**src/hw/rtl/gsfd_pkg.sv**
```systemverilog
// Package: constants and codes used by the gas sensor frame deframer top level.
`default_nettype none
package gsfd_pkg;

  localparam int unsigned NumChan  = 5;
  localparam int unsigned RamDepth = 2 * NumChan;
  localparam int unsigned RamAw    = $clog2(RamDepth);
  localparam int unsigned ChanW    = 3;

  localparam logic [4:0] PosId     = 5'd2;
  localparam logic [4:0] PosStatus = 5'd3;
  localparam logic [4:0] PosWave   = 5'd4;
  localparam logic [4:0] PosSlow   = 5'd14;
  localparam logic [4:0] PosSum    = 5'd20;

  localparam logic [1:0] RegSyncFirst  = 2'd0;
  localparam logic [1:0] RegSyncSecond = 2'd1;
  localparam logic [1:0] RegIdLimit    = 2'd2;

  typedef enum logic [1:0] {
    ErrOk  = 2'd0,
    ErrId  = 2'd1,
    ErrSum = 2'd2
  } err_e;

endpackage
`default_nettype wire

```
**src/hw/rtl/gsfd_ram.sv**
```systemverilog
// Generic single-write, single-read RAM with registered read data.
`default_nettype none
module gsfd_ram #(
  parameter int unsigned Width = 8,
  parameter int unsigned Depth = 16
) (
  input  wire logic                     clk_i,
  input  wire logic                     we_i,
  input  wire logic [$clog2(Depth)-1:0] waddr_i,
  input  wire logic [Width-1:0]         wdata_i,
  input  wire logic                     re_i,
  input  wire logic [$clog2(Depth)-1:0] raddr_i,
  output logic      [Width-1:0]         rdata_o
);

  logic [Width-1:0] mem [Depth];

  always_ff @(posedge clk_i) begin
    if (we_i) begin
      mem[waddr_i] <= wdata_i;
    end
    if (re_i) begin
      rdata_o <= mem[raddr_i];
    end
  end

endmodule
`default_nettype wire

```
**src/hw/rtl/gas_sensor_frame_deframer.sv**
```systemverilog
// Top level: byte-serial sync-pair frame parser with checksum and id checks.
//
// Takes one received byte per cycle while in_stall_o is low. After the two
// sync bytes it collects frame bytes 2 to 20; the five waveform words go into
// a two-bank word RAM, one bank per frame, so a new frame is collected while
// the previous one is reported. A good frame gives five items, a bad one a
// single error item. Each item passes a word RAM read, then the output
// register. The checksum byte of a frame is held off only while the previous
// frame's items are still being read out of the RAM. Registers: sync_first at
// 0x0, sync_second at 0x4, frame_id_limit at 0x8.
`default_nettype none
module gas_sensor_frame_deframer (
  input  wire logic        clk_i,
  input  wire logic        rst_ni,
  input  wire logic        psel,
  input  wire logic        penable,
  input  wire logic        pwrite,
  input  wire logic [3:0]  paddr,
  input  wire logic [31:0] pwdata,
  output logic      [31:0] prdata,
  output logic             pready,
  input  wire logic        in_valid_i,
  output logic             in_stall_o,
  input  wire logic [7:0]  rx_byte_i,
  output logic             out_valid_o,
  input  wire logic        out_stall_i,
  output logic [1:0]       fault_code_o,
  output logic [7:0]       frame_kind_o,
  output logic [7:0]       status_flags_o,
  output logic [2:0]       channel_o,
  output logic [15:0]      wave_value_o,
  output logic             wave_valid_o,
  output logic [47:0]      slow_raw_o,
  output logic [4:0]       slow_invalid_o,
  output logic             last_o
);

  localparam logic [1:0] PhHunt    = 2'd0;
  localparam logic [1:0] PhSync2   = 2'd1;
  localparam logic [1:0] PhCollect = 2'd2;

  localparam logic [gsfd_pkg::ChanW-1:0] LastChan = gsfd_pkg::ChanW'(gsfd_pkg::NumChan - 1);
  localparam logic [gsfd_pkg::RamAw-1:0] BankOff  = gsfd_pkg::RamAw'(gsfd_pkg::NumChan);

  // configuration
  logic [7:0] sync_first_q, sync_second_q, id_limit_q;
  logic       cfg_we;

  assign pready = 1'b1;
  assign cfg_we = psel && penable && pwrite;

  always_ff @(posedge clk_i or negedge rst_ni) begin
    if (!rst_ni) begin
      sync_first_q  <= 8'hAA;
      sync_second_q <= 8'h55;
      id_limit_q    <= 8'd10;
    end else if (cfg_we) begin
      unique case (paddr[3:2])
        gsfd_pkg::RegSyncFirst:  sync_first_q  <= pwdata[7:0];
        gsfd_pkg::RegSyncSecond: sync_second_q <= pwdata[7:0];
        gsfd_pkg::RegIdLimit:    id_limit_q    <= pwdata[7:0];
        default: ;
      endcase
    end
  end

  always_comb begin
    unique case (paddr[3:2])
      gsfd_pkg::RegSyncFirst:  prdata = {24'd0, sync_first_q};
      gsfd_pkg::RegSyncSecond: prdata = {24'd0, sync_second_q};
      gsfd_pkg::RegIdLimit:    prdata = {24'd0, id_limit_q};
      default:                 prdata = 32'd0;
    endcase
  end

  // collect side
  logic [1:0]  phase_q, phase_d;
  logic [4:0]  pos_q, pos_d;
  logic [7:0]  sum_q, sum_d;
  logic        col_bank_q, col_bank_d;
  logic [7:0]  id_q, sts_q, hi_q;
  logic [47:0] slow_q;
  logic        in_acc, at_sum;
  logic        ram_we;
  logic [gsfd_pkg::RamAw-1:0] ram_waddr;
  logic [gsfd_pkg::ChanW-1:0] wr_chan;
  logic [4:0]  wave_off;

  // emit side
  logic        em_busy_q, em_busy_d;
  logic        em_bank_q;
  logic [gsfd_pkg::ChanW-1:0] em_idx_q, em_idx_d;
  gsfd_pkg::err_e em_err_q, em_err_d;
  logic [7:0]  em_id_q, em_sts_q;
  logic [47:0] em_slow_q;
  logic [4:0]  em_inval_q, inval_d;
  logic        issue, em_last;
  logic        rd_pend_q;
  logic [gsfd_pkg::ChanW-1:0] pend_idx_q;
  logic [gsfd_pkg::RamAw-1:0] ram_raddr;
  logic [15:0] ram_rdata;
  logic [7:0]  want;
  logic        out_valid_q;

  assign at_sum     = (phase_q == PhCollect) && (pos_q == gsfd_pkg::PosSum);
  assign in_stall_o = at_sum && em_busy_q;
  assign in_acc     = in_valid_i && !in_stall_o;
  assign want       = 8'(8'd0 - sum_q);

  assign wave_off  = pos_q - gsfd_pkg::PosWave;
  assign wr_chan   = wave_off[3:1];
  assign ram_we    = in_acc && (phase_q == PhCollect) && (pos_q >= gsfd_pkg::PosWave) &&
                     (pos_q < gsfd_pkg::PosSlow) && wave_off[0];
  assign ram_waddr = (col_bank_q ? BankOff : '0) + gsfd_pkg::RamAw'(wr_chan);

  always_comb begin
    inval_d = '0;
    if (id_q <= 8'd2) begin
      for (int i = 0; i < 5; i++) begin
        inval_d[i] = (slow_q[47-8*i -: 8] == 8'hFF);
      end
    end else if (id_q == 8'd3) begin
      inval_d[0] = (slow_q[15:0] == 16'hFFFF);
    end
  end

  always_comb begin
    phase_d    = phase_q;
    pos_d      = pos_q;
    sum_d      = sum_q;
    col_bank_d = col_bank_q;
    em_err_d   = gsfd_pkg::ErrOk;
    if (in_acc) begin
      unique case (phase_q)
        PhSync2: begin
          if (rx_byte_i == sync_second_q) begin
            phase_d = PhCollect;
            pos_d   = gsfd_pkg::PosId;
            sum_d   = '0;
          end else if (rx_byte_i != sync_first_q) begin
            phase_d = PhHunt;
          end
        end
        PhCollect: begin
          if (pos_q == gsfd_pkg::PosSum) begin
            phase_d    = PhHunt;
            pos_d      = '0;
            sum_d      = '0;
            col_bank_d = !col_bank_q;
          end else begin
            sum_d = 8'(sum_q + rx_byte_i);
            pos_d = 5'(pos_q + 5'd1);
          end
        end
        default: begin
          phase_d = (rx_byte_i == sync_first_q) ? PhSync2 : PhHunt;
        end
      endcase
    end
    if (want != rx_byte_i) begin
      em_err_d = gsfd_pkg::ErrSum;
    end else if (id_q >= id_limit_q) begin
      em_err_d = gsfd_pkg::ErrId;
    end
  end

  always_ff @(posedge clk_i or negedge rst_ni) begin
    if (!rst_ni) begin
      phase_q    <= PhHunt;
      pos_q      <= '0;
      sum_q      <= '0;
      col_bank_q <= 1'b0;
    end else begin
      phase_q    <= phase_d;
      pos_q      <= pos_d;
      sum_q      <= sum_d;
      col_bank_q <= col_bank_d;
    end
  end

  always_ff @(posedge clk_i) begin
    if (in_acc && phase_q == PhCollect) begin
      if (pos_q == gsfd_pkg::PosId) id_q <= rx_byte_i;
      if (pos_q == gsfd_pkg::PosStatus) sts_q <= rx_byte_i;
      if (!wave_off[0]) hi_q <= rx_byte_i;
      if (pos_q >= gsfd_pkg::PosSlow) slow_q <= {slow_q[39:0], rx_byte_i};
    end
  end

  gsfd_ram #(
    .Width (16),
    .Depth (gsfd_pkg::RamDepth)
  ) u_wave_ram (
    .clk_i   (clk_i),
    .we_i    (ram_we),
    .waddr_i (ram_waddr),
    .wdata_i ({hi_q, rx_byte_i}),
    .re_i    (issue),
    .raddr_i (ram_raddr),
    .rdata_o (ram_rdata)
  );

  // emitter: one RAM read per item, output register after it
  assign issue     = em_busy_q && !rd_pend_q && (!out_valid_q || !out_stall_i);
  assign em_last   = (em_err_q != gsfd_pkg::ErrOk) || (em_idx_q == LastChan);
  assign ram_raddr = (em_bank_q ? BankOff : '0) + gsfd_pkg::RamAw'(em_idx_q);

  always_comb begin
    em_busy_d = em_busy_q;
    em_idx_d  = em_idx_q;
    if (issue) begin
      em_idx_d = 3'(em_idx_q + 3'd1);
      if (em_last) em_busy_d = 1'b0;
    end
    if (in_acc && at_sum) begin
      em_busy_d = 1'b1;
      em_idx_d  = '0;
    end
  end

  always_ff @(posedge clk_i or negedge rst_ni) begin
    if (!rst_ni) begin
      em_busy_q   <= 1'b0;
      em_idx_q    <= '0;
      rd_pend_q   <= 1'b0;
      out_valid_q <= 1'b0;
    end else begin
      em_busy_q <= em_busy_d;
      em_idx_q  <= em_idx_d;
      rd_pend_q <= issue;
      if (rd_pend_q) begin
        out_valid_q <= 1'b1;
      end else if (!out_stall_i) begin
        out_valid_q <= 1'b0;
      end
    end
  end

  always_ff @(posedge clk_i) begin
    if (in_acc && at_sum) begin
      em_bank_q  <= col_bank_q;
      em_err_q   <= em_err_d;
      em_id_q    <= id_q;
      em_sts_q   <= sts_q;
      em_slow_q  <= slow_q;
      em_inval_q <= inval_d;
    end
    if (issue) pend_idx_q <= em_idx_q;
  end

  always_ff @(posedge clk_i) begin
    if (rd_pend_q) begin
      fault_code_o   <= em_err_q;
      frame_kind_o   <= em_id_q;
      status_flags_o <= em_sts_q;
      if (em_err_q != gsfd_pkg::ErrOk) begin
        channel_o      <= '0;
        wave_value_o   <= '0;
        wave_valid_o   <= 1'b0;
        slow_raw_o     <= '0;
        slow_invalid_o <= '0;
        last_o         <= 1'b1;
      end else begin
        channel_o      <= pend_idx_q;
        wave_value_o   <= ram_rdata;
        wave_valid_o   <= (ram_rdata != 16'hFFFF);
        slow_raw_o     <= em_slow_q;
        slow_invalid_o <= em_inval_q;
        last_o         <= (pend_idx_q == LastChan);
      end
    end
  end

  assign out_valid_o = out_valid_q;

`ifndef SYNTHESIS
  a_slot_free: assert property (@(posedge clk_i) disable iff (!rst_ni)
    rd_pend_q |-> !out_valid_q)
    else $error("read data lands on an occupied output register");

  a_bank_apart: assert property (@(posedge clk_i) disable iff (!rst_ni)
    (ram_we && em_busy_q) |-> (em_bank_q != col_bank_q))
    else $error("collect and emit share a RAM bank");

  a_err_single: assert property (@(posedge clk_i) disable iff (!rst_ni)
    (out_valid_o && fault_code_o != gsfd_pkg::ErrOk) |-> (last_o && wave_value_o == 16'd0))
    else $error("error item is not a single zeroed item");
`endif

endmodule
`default_nettype wire
```
**config.mk**
```make
export PLATFORM = sky130hd
export DESIGN_NAME = gas_sensor_frame_deframer
export DESIGN_NICKNAME = d
export VERILOG_FILES = /design/src/hw/rtl/gsfd_pkg.sv /design/src/hw/rtl/gsfd_ram.sv /design/src/hw/rtl/gas_sensor_frame_deframer.sv
export SDC_FILE = /design/constraint.sdc
export NUM_CORES = 1
export LEC_CHECK = 0
export BUFFER_PORTS_ARGS = -buffer_cell sky130_fd_sc_hd__buf_2
export CORE_ASPECT_RATIO = 2
export CORE_MARGIN = 3
export CORE_UTILIZATION = 60
export DETAILED_ROUTE_END_ITERATION = 16
export PLACE_DENSITY = 0.84
export SETUP_SLACK_MARGIN = 0.4
export SYNTH_ARGS = -nofsm -noshare
export SYNTH_HDL_FRONTEND = slang
export SYNTH_SLANG_ARGS = --single-unit
```
**constraint.sdc**
```tcl
create_clock -name clk_i -period 13.9 [get_ports clk_i]
set_input_delay 3.475 -clock clk_i [delete_from_list [all_inputs] [get_ports clk_i]]
set_output_delay 3.475 -clock clk_i [all_outputs]
set_load 0.01 [all_outputs]
```
==> reports/metrics.yaml <==
die:
  core-area_sq_mm: 0.0292
  die_y_microns: 250
  die_area_sq_mm: 0.0321
  io_pins: 178
  start_util: 0.614
  dieWidth_microns: 128
  fp-row-count: 88
synthesis:
  avgSynthCellArea_sq_um: 17.4
  synth_edf_count: 415
  synth_seq_area_share: 0.761
  synth_warnings: 0
  async_flop_share: 0.0998
  syn_area_sq_mm: 0.0179
  synthCells: 1029
  ys_ff_latch: 461
  synth.distinct_cells: 57
  ys.flop_type: "edfxtp_1"
drt:
  top_layer: "met4"
  drcViolationCount: 0
  ant_nets: 0
  drt_iter0_drc: 733
  met3_wirelength_microns: 1680
  drt-vias-per-instance: 5.97
  met2_length_microns: 19100
  post_drt_wl_per_cell_microns: 21.9
  totalWireLength_microns: 34100
  vias: 9307
  drt-met1-wl_microns: 11800
  first_pass_iters: 5
run:
  drv_cap: 0
worst_setup_path:
  critPathArrivalTime_ns: 4.55
  crit_top_cell: "buf_2"
  ff2ff_path_depth: 6
  startpoint_type: "input port"
  endpoint_kind: "primary output"
  crit_slowest_cell: "nor2b_1"
  reg2reg_slack_ns: 10.35
  worstPathCellList: "buf_2 > nor2b_1 > nand2_1 > o21ai_0 > buf_2"
  max_stage_delay_ns: 0.44
  worstPathRequired_ns: 10.43
  crit_type: "in2out"
  cp_max_fo: 12
cts:
  cts_buffer_depth: 3
  cts_root_buffer: "clkbuf_16"
  h-tree-depth: 2
  cts.sinks: 461
  ctsResizeCount: 0
  cts_hold_buf: 0
  post_cts_buffers: 0
  clock_latency_ns: 0.53
  cts_tree: "built"
  clk_pin_slew_worst_paths_ns: 0.07
  cts_buffers: 36
layout:
  drive_gt1_frac: 0.228
  final_cell_mix: "edfxtp_1, buf_2, and2_1"
  layout_commonest_cell: "edfxtp_1"
  diodes: 0
  syn_to_final_growth_pct: 12.4
  instances_no_fill: 1558
  final_area_sq_mm: 0.0201
  nets: 1254
timing:
  layout_worst_path_cycle_share: 0.578
  max_slew_margin: 0.225
  finalSetupViolCount: 0
  slew_viol_final: 0
  hold_viol_final: 0
  setup_tns_ns: 0
  fmax_mhz: 125
  skew_ns: 0.0205
  worst_slew_pin_slew_ns: 1.16
  min_period_ns: 8.03
  fin_hold_ws_ns: 0.412
  rsz0062_at_grt: "false"
place:
  place_inst: 1492
  portBuffers: 126
  globalplace.congestion: 0.823
  dp_hpwl_microns: 21500
  placed_area_sq_mm: 0.0189
power:
  p_per_area_mw_per_mm2: 131
  irDropWorstVdd_mv: 0.0759
  leakagePower_nw: 6.98
global_route:
  grt_pass1_vias: 9557
  antenna_found_initial: 0
  grt_usage: 0.212
  grt_pass1_wl_microns: 52000
  grt_overflow: 0
  grt_max_degree: 77
min_path:
  min-delay-path-class: "reg2reg"
  holdPathStages: 0
status:
  status: "finished, final reports clean"
[synth_stat cells, types with 2 or more instances]
cell type  count  area share
a31oi_1        5      0.0017
clkbuf_1      19      0.0040
a211oi_1      19      0.0080
nand3b_1       2     0.00084
o21ai_0       31      0.0087
nand2b_1       2     0.00070
dfstp_2       10       0.015
a2111o_1       2      0.0013
conb_1         2     0.00042
nor3_2         2      0.0011
buf_2          7      0.0020
inv_1         32      0.0067
or4_1          3      0.0013
edfxtp_1     415        0.70
nor2_1        27      0.0057
nand3_1       11      0.0031
xor2_1        10      0.0049
nand4_1       22      0.0077
mux2i_1       24       0.013
nand2_1       41      0.0086
o31ai_1        6      0.0025
nor2b_1       19      0.0066
buf_4         27       0.011
mux4_2        32       0.040
nor3_1        10      0.0028
ha_1          32       0.022
nor4_1         2     0.00070
and2_1        75       0.026
mux2_2        17       0.011
and3_1         3      0.0010
dfrtp_1       36       0.050
a21oi_1       30      0.0084
a21o_1         6      0.0025
xnor2_1       23       0.011
nor3b_1        2     0.00084
o211ai_1       2     0.00084
[cell families after synthesis]
kind of cell	after synthesis	synth area share
flops	461	0.761
simple gates	226	0.0702
compound gates	113	0.0395
mux	73	0.0643
fa+ha+maj	33	0.0235
buf+inv	87	0.0244
other cells	2	0.000419
xor+xnor	34	0.0170
[worst max-delay path, delay by kind of cell]
kind	cells	cell delay [ns]
AO/OA/AOI/OAI	1	0.14
AND/OR/NAND/NOR	2	0.55
buffers and inverters	2	0.39
[through the flow]
step | power, mW | utilization | worst slack [ns]
2_1_floorplan | 1.61 | - | 6.34
3_3_place_gp | 1.64 | 0.649 | 5.90
3_5_place_dp | 1.64 | 0.649 | 5.87
4_1_cts | 2.66 | 0.690 | 5.87
5_1_grt | 2.72 | 0.690 | 5.74
6_report | 2.65 | 0.690 | 5.87
[per-layer routing]
metal | vias to the layer above | global-route usage
li1 | 4149 | -
met2 | 407 | 0.392
met1 | 4657 | 0.236
met3 | 94 | 0.0233
met4 | 0 | 0.106
met5 | - | 0
[cell type report]
class	count	area, sq um
clock inverter	20	204
tap	360	450
fill	1719	9040
multi-input combinational	504	4050
clock buffer	46	991
inverter	32	120
sequential	461	13600
timing repair buffer	135	698
[path summary, 6_finish.rpt]
kind                                                  endpoint                  from
worst max-delay path                                 prdata[1]              paddr[2]
worst min-delay path                     em_sts_q[0]$_DFFE_PP_    sts_q[0]$_DFFE_PP_
worst max register to register  u_wave_ram.mem[5][9]$_DFFE_PP_  pos_q[0]$_DFFE_PN0P_
worst min register to register           em_sts_q[0]$_DFFE_PP_    sts_q[0]$_DFFE_PP_
max in group asynchronous                  rd_pend_q$_DFF_PN0_                rst_ni
min in group asynchronous         sync_second_q[7]$_DFFE_PN0P_                rst_ni
[registers in the layout, summed over array words and instances (netlist names), 16 cells and up]
signal / flops
slow_q: 48
em_slow_q: 48
u_wave_ram.mem: 160
slow_raw_o: 48
wave_value_o: 16
u_wave_ram.rdata_o: 16
[report_power, final]
| group | internal (mW) | leakage [nW] | switching [mW] | total [mW] |
|---|---|---|---|---|
| sequential | 1.51 | 4.32 | 0.0168 | 1.53 |
| combinational | 0.0359 | 2.08 | 0.0455 | 0.0814 |
| clock | 0.569 | 0.584 | 0.465 | 1.03 |
Note: power is estimated with default switching activity, not from simulation.
